<file path="config.mk">
export PLATFORM = sky130hd
export DESIGN_NAME = qsfe_front
export DESIGN_NICKNAME = d
export VERILOG_FILES = /design/src/rtl/qsfe_pkg.sv /design/src/rtl/qsfe_front.sv
export SDC_FILE = /design/constraint.sdc
export NUM_CORES = 1
export LEC_CHECK = 0
export ABC_AREA = 1
export ABC_CLOCK_PERIOD_IN_PS = 19750
export CORE_MARGIN = 4
export CORE_UTILIZATION = 45
export DETAILED_ROUTE_END_ITERATION = 7
export DONT_BUFFER_PORTS = 1
export PLACE_DENSITY_LB_ADDON = 0.08
export SETUP_SLACK_MARGIN = 0.3
export SLEW_MARGIN = 10
export SYNTH_ARGS = -nofsm -noshare
export SYNTH_HDL_FRONTEND = slang
export SYNTH_SLANG_ARGS = --single-unit
</file>
<file path="constraint.sdc">
create_clock -name vclk -period 19.75
set_clock_uncertainty 0.15 [all_clocks]
set_input_delay 3.95 -clock vclk [all_inputs]
set_output_delay 3.95 -clock vclk [all_outputs]
set_load 0.05 [all_outputs]
</file>
<file path="src/rtl/qsfe_pkg.sv">
// Package for the quad shape function unit: widths, codes and the queued item type.
`default_nettype none
package qsfe_pkg;

    localparam int FRAC_BITS = 14;
    localparam int COORD_W   = 16;
    localparam int VAL_W     = 16;
    localparam int NODE_W    = 3;
    localparam int NC_W      = 4;
    localparam int MAX_NODES = 8;
    localparam int CNT_W     = $clog2(MAX_NODES + 1);

    // operand widths: linear factors, quadratic factors, products
    localparam int LIN_W = ((FRAC_BITS > 16) ? FRAC_BITS : 16) + 2;
    localparam int SQ_W  = ((2 * FRAC_BITS > 30) ? 2 * FRAC_BITS : 30) + 2;
    localparam int P1_W  = SQ_W + LIN_W;
    localparam int P2_W  = (P1_W > 3 * LIN_W) ? P1_W : 3 * LIN_W;
    localparam int M_W   = P2_W + 2;
    localparam int SH_W  = $clog2(2 * FRAC_BITS + 3);

    // final right shifts, power-of-two weights already folded in
    localparam logic [SH_W-1:0] SH_E2    = SH_W'(2);
    localparam logic [SH_W-1:0] SH_E1    = SH_W'(FRAC_BITS + 2);
    localparam logic [SH_W-1:0] SH_E1_K2 = SH_W'(FRAC_BITS + 1);
    localparam logic [SH_W-1:0] SH_E1_K4 = SH_W'(FRAC_BITS);
    localparam logic [SH_W-1:0] SH_E0    = SH_W'(2 * FRAC_BITS + 2);
    localparam logic [SH_W-1:0] SH_E0_K2 = SH_W'(2 * FRAC_BITS + 1);

    localparam int Q_DEPTH = 2;
    localparam int Q_PTR_W = (Q_DEPTH > 1) ? $clog2(Q_DEPTH) : 1;
    localparam int Q_CNT_W = $clog2(Q_DEPTH + 1);

    localparam logic [NC_W-1:0] NC_BILIN = NC_W'(4);
    localparam logic [NC_W-1:0] NC_SEREN = NC_W'(8);
    localparam logic [NC_W-1:0] NC_RESET = NC_BILIN;

    localparam logic CMD_VALUE = 1'b0;
    localparam logic CMD_DERIV = 1'b1;

    typedef enum logic [1:0] {
        MODE_ZERO,
        MODE_BILIN,
        MODE_SEREN
    } mode_t;

    typedef struct packed {
        logic signed [COORD_W-1:0] xi;
        logic signed [COORD_W-1:0] eta;
        logic signed [SQ_W-1:0]    cx;     // s^2 - xi^2
        logic signed [SQ_W-1:0]    cy;     // s^2 - eta^2
        logic                      cmd;
        mode_t                     mode;
        logic [CNT_W-1:0]          count;  // result words for this item
    } item_t;

endpackage
`default_nettype wire

</file>
<file path="src/rtl/qsfe_front.sv">
// Front end: classifies an incoming word by node count and forms the quadratic terms.
`default_nettype none
module qsfe_front (
    input  wire logic [qsfe_pkg::NC_W-1:0]           node_count,
    input  wire logic signed [qsfe_pkg::COORD_W-1:0] xi_coord,
    input  wire logic signed [qsfe_pkg::COORD_W-1:0] eta_coord,
    input  wire logic                                command,
    output qsfe_pkg::item_t                          item
);
    import qsfe_pkg::*;

    localparam logic signed [SQ_W-1:0] S_SQ = SQ_W'(1) <<< (2 * FRAC_BITS);

    logic signed [2*COORD_W-1:0] xx;
    logic signed [2*COORD_W-1:0] yy;

    assign xx = xi_coord * xi_coord;
    assign yy = eta_coord * eta_coord;

    always_comb begin
        item.xi  = xi_coord;
        item.eta = eta_coord;
        item.cx  = S_SQ - SQ_W'(xx);
        item.cy  = S_SQ - SQ_W'(yy);
        item.cmd = command;
        if (node_count == NC_BILIN) begin
            item.mode = MODE_BILIN;
        end else if (node_count == NC_SEREN) begin
            item.mode = MODE_SEREN;
        end else begin
            item.mode = MODE_ZERO;
        end
        if (node_count > NC_W'(MAX_NODES)) begin
            item.count = CNT_W'(MAX_NODES);
        end else begin
            item.count = CNT_W'(node_count);
        end
    end

endmodule
`default_nettype wire

</file>
==> metrics <==
CP startpoint xi_coord[2]; crit path DAT 9.86 ns; crit-path max FO 18; initial antenna violation count 0; Seq/Total Area, Yosys 0%; Worst-Margin Slew 1.35 ns; multi-input logic area 16700 µm²; Synth Net Count 3360; Synth Area in Compound Gates ~3.8%; CP Depth 19; Fin Hold WS 7.75 ns; # setup viols final 0; share of layout cells above drive strength 1 2.63%; final hold violation count 0; critical path's top delay family adder cells; Vias 15100; sequential cell area 0 µm²; io pins 140; Die Height ~220 µm; relative slew slack around 10%; hold path startpoint eta_coord[9]; RSZ-0062 raised after global routing no; mux share of post-synthesis cell area 0%; CP cell instances nand2_1 > inv_1 > fa_1 > fa_1 > inv_1 > fa_1 > fa_1 > fa_1 > inv_1 > fa_1 > inv_1 > ha_1 > a21oi_1 > o21a_1 > a21boi_0 > nand3_1 > nand2_1 > inv_1 > nor2_1; Die X-Extent between 200 and 250 µm; DRT iter0 DRCs 613; FFs & Latches 0; die area 49300 µm²; yosys synthesis warning count 0; Slew Viols, Final 0; largest family of logic cells by synthesized area adder cells; via count of the first global-routing pass 16800; Core Area approximately 45000 µm²; hold depth 0; Worst Setup Start Kind input pin; status finished, final reports clean; Worst path most repeated cell fa_1; first-pass iteration count of the detailed router 5; Post-Synth Simple-Gate Area 14.8%; largest net degree at the start of global routing 20; Bufs and invs on worst path 5; most frequent cells in the layout 891 x inv_1, 496 x nand2_1, 488 x fa_1, 206 x ha_1, 121 x nor2_1; Fmax achieved ~72 MHz; Syn Area/Cell approximately 7.8 µm²; starting density of the core 45.5%; diodes inserted 0; Layout area overhead 1.82%; Total Neg Setup Slack 0 ns; Row Count 78; GRT Util Overall 22.5%; highest-delay cell along the critical path nor2_1; Max Cap Viol 0; CTS Hold Bufs 0; WL/cell 17.1 µm; Syn Inst Count between 2000 and 3000; critical path's largest stage delay 0.86 ns; Tmin final 13.96 ns; Final Cycle Share 70.7%; ANT nets after route 0; post-synthesis cell type count 44; Fill cells 4643; Resized Gates After CTS 0; WP data required between 15 and 20 ns; vias per cell 4.80; Crit Path Category in -> out; post-CTS setup buffer count 0; DRC violations left 0; area share of xor/xnor cells in the synthesized design under 10%; most common cell after layout, fill and taps aside inv_1; IO buf count 0; clock buf count 0; fin nets 3279; Mapped Area 20600 µm²; Overflow after GRT 0; first-pass GRT wire length 89.6 mm; Detailed Route WL about 54 mm; Critical Path End Type primary output; HPWL Detailed 47.7 mm; fraction of the mapped netlist area in adder cells 59.8%; worst hold path class in -> out; Final GP Congestion 0.918
[final cells by class]
| type | instances | area share, % |
|---|---|---|
| multi-input cells | 1630 | 79.7 |
| repair buffers | 21 | 0.750 |
| inverters | 895 | 16.0 |
| well taps | 600 | 3.57 |
[kinds of logic (layout without fill, tap and decap cells)]
logic type | Yosys count | in the layout
buffers and inverters | 999 | 916
and+or+nand+nor | 739 | 739
adders and majority gates | 694 | 694
AOI/OAI and AO/OA | 135 | 135
xor gates and xnor gates | 62 | 62
[metal layers]
layer  routed length (µm)  vias to the layer above  track usage [%]
met5                    0                        -                0
met4                 1100                        0             3.38
met1                23600                     7538             30.7
li1                     -                     7217                -
met2                26800                      285             39.7
met3                 2200                       73             2.46
[metrics by stage]
| step | util, % | cells | area [µm²] | setup WS, ns |
|---|---|---|---|---|
| floorplan | - | 2629 | 20600 | 5.94 |
| global placement | 46.3 | 3146 | 21000 | 5.81 |
| detailed placement | 46.3 | 3146 | 21000 | 5.77 |
| CTS | 46.3 | 3146 | 21000 | 5.76 |
| global route | 46.3 | 3146 | 21000 | 5.35 |
| finish | 46.3 | 3146 | 21000 | 5.79 |
[worst paths after layout]
check	end	slack (ns)
worst max-delay path	item[65]	5.79
worst min-delay path	item[80]	7.75
[cell usage after synthesis, drive strengths merged]
master	count	area (µm²)
ha	206	2580
buf	44	319
nand3	51	275
o21a	4	31.3
nand2b	1	6.26
xnor2	12	105
a21oi	69	353
o21ai	36	180
a21o	9	67.6
o21bai	8	60.1
a31o	1	8.76
nand4	16	100
nor2	127	510
or2	6	37.5
clkbuf	60	226
o31ai	1	21.3
o211ai	2	20.0
a21boi	1	7.51
nor4	4	25.0
xor2	50	438
inv	895	3360
a31oi	3	18.8
a211oi	1	7.51
nand2	512	1970
nand3b	6	45.0
fa	488	9770
nor3	16	96.4
Power is left out: the tool's default activity adds up to more than one toggle a clock period on the data nets, which glitch-free logic cannot reach.
