<file path="config.mk">
export PLATFORM = sky130hd
export DESIGN_NAME = qsfe_queue
export DESIGN_NICKNAME = d
export VERILOG_FILES = /design/src/rtl/qsfe_pkg.sv /design/src/rtl/qsfe_queue.sv
export SDC_FILE = /design/constraint.sdc
export NUM_CORES = 1
export LEC_CHECK = 0
export ABC_AREA = 0
export BUFFER_PORTS_ARGS = -buffer_cell sky130_fd_sc_hd__buf_2
export CAP_MARGIN = 20
export CORE_UTILIZATION = 45
export CTS_BUF_LIST = sky130_fd_sc_hd__clkbuf_4 sky130_fd_sc_hd__clkbuf_8 sky130_fd_sc_hd__clkbuf_16
export CTS_CLUSTER_SIZE = 40
export DETAILED_ROUTE_END_ITERATION = 16
export HOLD_SLACK_MARGIN = 0.08
export PLACE_DENSITY = 0.7
export SKIP_CTS_REPAIR_TIMING = 1
export SYNTH_ARGS = -nofsm -noshare
export SYNTH_HDL_FRONTEND = slang
export SYNTH_SLANG_ARGS = --single-unit
export TNS_END_PERCENT = 30
</file>
<file path="constraint.sdc">
create_clock -name aclk -period 17.4 [get_ports aclk]
set_clock_uncertainty 0.05 [all_clocks]
set_input_delay 3.48 -clock aclk [delete_from_list [all_inputs] [get_ports aclk]]
set_output_delay 3.48 -clock aclk [all_outputs]
set_load 0.01 [all_outputs]
</file>
<file path="src/rtl/qsfe_pkg.sv">
// Package for the quad shape function unit: widths, codes and the queued item type.
`default_nettype none
package qsfe_pkg;

    localparam int FRAC_BITS = 14;
    localparam int COORD_W   = 16;
    localparam int VAL_W     = 16;
    localparam int NODE_W    = 3;
    localparam int NC_W      = 4;
    localparam int MAX_NODES = 8;
    localparam int CNT_W     = $clog2(MAX_NODES + 1);

    // operand widths: linear factors, quadratic factors, products
    localparam int LIN_W = ((FRAC_BITS > 16) ? FRAC_BITS : 16) + 2;
    localparam int SQ_W  = ((2 * FRAC_BITS > 30) ? 2 * FRAC_BITS : 30) + 2;
    localparam int P1_W  = SQ_W + LIN_W;
    localparam int P2_W  = (P1_W > 3 * LIN_W) ? P1_W : 3 * LIN_W;
    localparam int M_W   = P2_W + 2;
    localparam int SH_W  = $clog2(2 * FRAC_BITS + 3);

    // final right shifts, power-of-two weights already folded in
    localparam logic [SH_W-1:0] SH_E2    = SH_W'(2);
    localparam logic [SH_W-1:0] SH_E1    = SH_W'(FRAC_BITS + 2);
    localparam logic [SH_W-1:0] SH_E1_K2 = SH_W'(FRAC_BITS + 1);
    localparam logic [SH_W-1:0] SH_E1_K4 = SH_W'(FRAC_BITS);
    localparam logic [SH_W-1:0] SH_E0    = SH_W'(2 * FRAC_BITS + 2);
    localparam logic [SH_W-1:0] SH_E0_K2 = SH_W'(2 * FRAC_BITS + 1);

    localparam int Q_DEPTH = 2;
    localparam int Q_PTR_W = (Q_DEPTH > 1) ? $clog2(Q_DEPTH) : 1;
    localparam int Q_CNT_W = $clog2(Q_DEPTH + 1);

    localparam logic [NC_W-1:0] NC_BILIN = NC_W'(4);
    localparam logic [NC_W-1:0] NC_SEREN = NC_W'(8);
    localparam logic [NC_W-1:0] NC_RESET = NC_BILIN;

    localparam logic CMD_VALUE = 1'b0;
    localparam logic CMD_DERIV = 1'b1;

    typedef enum logic [1:0] {
        MODE_ZERO,
        MODE_BILIN,
        MODE_SEREN
    } mode_t;

    typedef struct packed {
        logic signed [COORD_W-1:0] xi;
        logic signed [COORD_W-1:0] eta;
        logic signed [SQ_W-1:0]    cx;     // s^2 - xi^2
        logic signed [SQ_W-1:0]    cy;     // s^2 - eta^2
        logic                      cmd;
        mode_t                     mode;
        logic [CNT_W-1:0]          count;  // result words for this item
    } item_t;

endpackage
`default_nettype wire

</file>
<file path="src/rtl/qsfe_queue.sv">
// Small FIFO of classified items between the front end and the evaluation pipeline.
`default_nettype none
module qsfe_queue (
    input  wire logic            aclk,
    input  wire logic            aresetn,
    input  wire logic            push,
    input  wire qsfe_pkg::item_t push_item,
    output logic                 full,
    input  wire logic            pop,
    output qsfe_pkg::item_t      head_item,
    output logic                 head_valid
);
    import qsfe_pkg::*;

    item_t                slot_reg [Q_DEPTH];
    logic [Q_PTR_W-1:0]   wr_ptr_reg, wr_ptr_next;
    logic [Q_PTR_W-1:0]   rd_ptr_reg, rd_ptr_next;
    logic [Q_CNT_W-1:0]   count_reg, count_next;
    logic                 do_push;
    logic                 do_pop;

    assign full       = (count_reg == Q_CNT_W'(Q_DEPTH));
    assign head_valid = (count_reg != '0);
    assign head_item  = slot_reg[rd_ptr_reg];
    assign do_push    = push && !full;
    assign do_pop     = pop && head_valid;

    always_comb begin
        wr_ptr_next = wr_ptr_reg;
        rd_ptr_next = rd_ptr_reg;
        count_next  = count_reg;
        if (do_push) begin
            wr_ptr_next = (wr_ptr_reg == Q_PTR_W'(Q_DEPTH - 1)) ? '0 : wr_ptr_reg + 1'b1;
        end
        if (do_pop) begin
            rd_ptr_next = (rd_ptr_reg == Q_PTR_W'(Q_DEPTH - 1)) ? '0 : rd_ptr_reg + 1'b1;
        end
        if (do_push && !do_pop) begin
            count_next = count_reg + 1'b1;
        end else if (do_pop && !do_push) begin
            count_next = count_reg - 1'b1;
        end
    end

    always_ff @(posedge aclk) begin
        if (!aresetn) begin
            wr_ptr_reg <= '0;
            rd_ptr_reg <= '0;
            count_reg  <= '0;
        end else begin
            wr_ptr_reg <= wr_ptr_next;
            rd_ptr_reg <= rd_ptr_next;
            count_reg  <= count_next;
        end
    end

    always_ff @(posedge aclk) begin
        if (do_push) begin
            slot_reg[wr_ptr_reg] <= push_item;
        end
    end

endmodule
`default_nettype wire

</file>
==> impl_metrics.csv <==
group,metric,value,unit
drt,wl,13700,um
timing,period_minus_slack,6.08,ns
timing,setup_viol,0,
clock_tree,clk_pin_slew,0.06,ns
floorplan,start_util,0.462,
clock_tree,cts_root_buf,"clkbuf_16",
drt,dr.pass1.iters,4,
timing,hold_viol_final,0,
synth,synth_area_leaders,"edfxtp_1 (81%), mux2_2 (15%), dfxtp_1 (1.3%)",
drt,post-route-drc-count,0,
synth,synth_top_area_frac,0.805,
worst_setup_path,crit_type,"reg -> out",
clock_tree,h-tree-depth,1,
worst_setup_path,slowest_delay,0.78,ns
pwr,cellPowerDensity,148,nW/um^2
clock_tree,clock_sinks,211,
cells_and_area,largest_reg_flops,206,
cells_and_area,diodes,0,
floorplan,rows,47,
cells_and_area,nets,681,
timing,grt_setup_unrepaired,"no",
synth,synthCells,345,
worst_hold_path,whs_path_depth,2,
timing,setup_tns,0,ns
timing,tightest_slew,0.944,ns
worst_setup_path,arrival,2.55,ns
worst_setup_path,critPathMaxFanout,52,
grt,grt_pass1_vias,4250,
synth,yosysSeqAreaShare,0.818,
clock_tree,cts_tree,"built",
synth,synth_seq_cells,211,
grt,grt_max_degree,69,
grt,grt_pass1_wl,21800,um
outcome,status,"completed",
floorplan,die_area,17600,sq um
cells_and_area,area_growth,25.4,%
timing,drv_slew,0,
synth,netlist_area,7680,sq um
floorplan,dieWidth,133,um
worst_setup_path,crit_required,13.87,ns
worst_setup_path,crit_chain,"buf_4 -> mux2_2 -> buf_2",
pwr,ir_drop,0.0000837,V
synth,synth_most_common_cell,"edfxtp_1",
grt,grt_overflow,0,
worst_setup_path,cp_slowest_cell,"dfxtp_4",
synth,ys_types,22,
synth,syn_nets,453,
synth,async_reset_ff_frac,0,
pwr,power,1.42,mW
synth,synthTopCellsByCount,"edfxtp_1 (206), mux2_2 (103), buf_6 (7)",
timing,fin_crit_sh,0.350,
drt,via_per_inst,4.86,
worst_setup_path,start_kind,"flop",
pwr,static-leakage-power,3.59,nW
drt,drtIter0Drc,207,
synth,yosys.area.top_type,"edfxtp_1",
synth,synth_area_per_cell,22.3,sq um
placed_design,post-dp-hpwl,8710,um
clock_tree,clock_path_buffers,3,
clock_tree,clock_latency,0.49,ns
grt,grt_use_total,0.158,
timing,max_freq,164,MHz
drt,routedWlPerCell,17.1,um
floorplan,die_y,133,um
synth,synth_edf_count,206,
timing,maxSlewHeadroom,0.371,
grt,antenna_found_initial,0,
job,drv_cap,0,
clock_tree,cts_buffers,22,
placed_design,gp_congestion,0.691,
worst_setup_path,ff2ff_path_depth,5,
cells_and_area,layout-drive-gt1-share,0.603,
worst_setup_path,worst_setup_path_end_kind,"output port",
placed_design,io_buffers,211,
synth,yosysWarningCount,0,
floorplan,coreArea,16600,sq um
drt,ant_nets,0,
synth,ys.flop_type,"edfxtp_1",
drt,num_vias,3911,
worst_hold_path,min_path_type,"reg -> reg",
floorplan,pin_count,212,
==> power by group <==
group	leakage, nW	total (mW)	internal, mW	switching [mW]
clock	0.332	0.434	0.261	0.173
combinational	1.29	0.315	0.153	0.162
sequential	1.97	0.673	0.640	0.0332
total	3.59	1.42	1.05	0.368
==> worst paths after layout <==
kind | startpoint | endpoint | slack, ns
worst min-delay path | count_reg[1] | count_reg[1] | 0.49
worst max register to register | count_reg[0] | slot_reg[0][53] | 14.85
worst min register to register | count_reg[1] | count_reg[1] | 0.49
worst max-delay path | flop | head_item[6] | 11.32
==> placed cells by master, fill, tap and decap left out <==
master and n:
a21boi_0 1, o21ai_1 1, nand2b_1 1, xnor2_1 2, clkinv_1 5, xor2_1 1, nor3_4 1, nor2_1 1
and3_4 1, buf_2 211, or2_2 1, and2_1 3, mux2_2 103, clkinvlp_4 1, dfxtp_1 4, ha_1 1
clkinv_2 1, bufinv_16 1, or3_1 1, edfxtp_1 206, buf_4 4, clkbuf_16 23, o21ai_0 1, clkbuf_4 5
a21boi_1 1, inv_1 2, o21a_1 1, dfxtp_4 1
==> per-layer routing <==
layer,wire (um),vias to the layer above,track usage
li1,-,1825,-
met2,6920,145,0.276
met5,0,-,0
met4,221,0,0.0479
met1,5550,1919,0.191
met3,1050,22,0.0437
==> worst max-delay path, delay by kind of cell (launching register included) <==
kind     cells  cell delay, ns
buf+inv      2            0.81
flops        1            0.78
mux          1            0.42
==> final cells by class <==
cell class / count / area [sq um]
multi-input combinational: 121 / 1300
timing repair buffer: 215 / 1090
tap: 220 / 275
inverter: 2 / 7.51
clock inverter: 8 / 61.3
fill: 1303 / 7010
sequential: 211 / 6290
clock buffer: 28 / 613
==> kinds of logic (layout without fill, tap and decap cells) <==
group	count (synthesis)	count (layout)	share of synthesized area
compound gates	5	5	0.00423
xor+xnor	3	3	0.00342
fa+ha+maj	1	1	0.00163
buf+inv	13	253	0.0142
flops	211	211	0.818
mux	103	103	0.151
simple gates	9	9	0.00749
==> per-stage QoR <==
stage,cell area (sq um),cells,hold slack [ns],setup slack [ns],utilization
floorplan,7680,345,0.429,9.26,-
global placement,8960,769,0.443,11.77,0.538
detailed placement,8960,769,0.472,11.73,0.538
CTS,9630,805,0.482,11.21,0.579
global route,9630,805,0.531,11.11,0.579
finish,9630,805,0.485,11.32,0.579
Note: power is estimated with default switching activity, not from simulation.
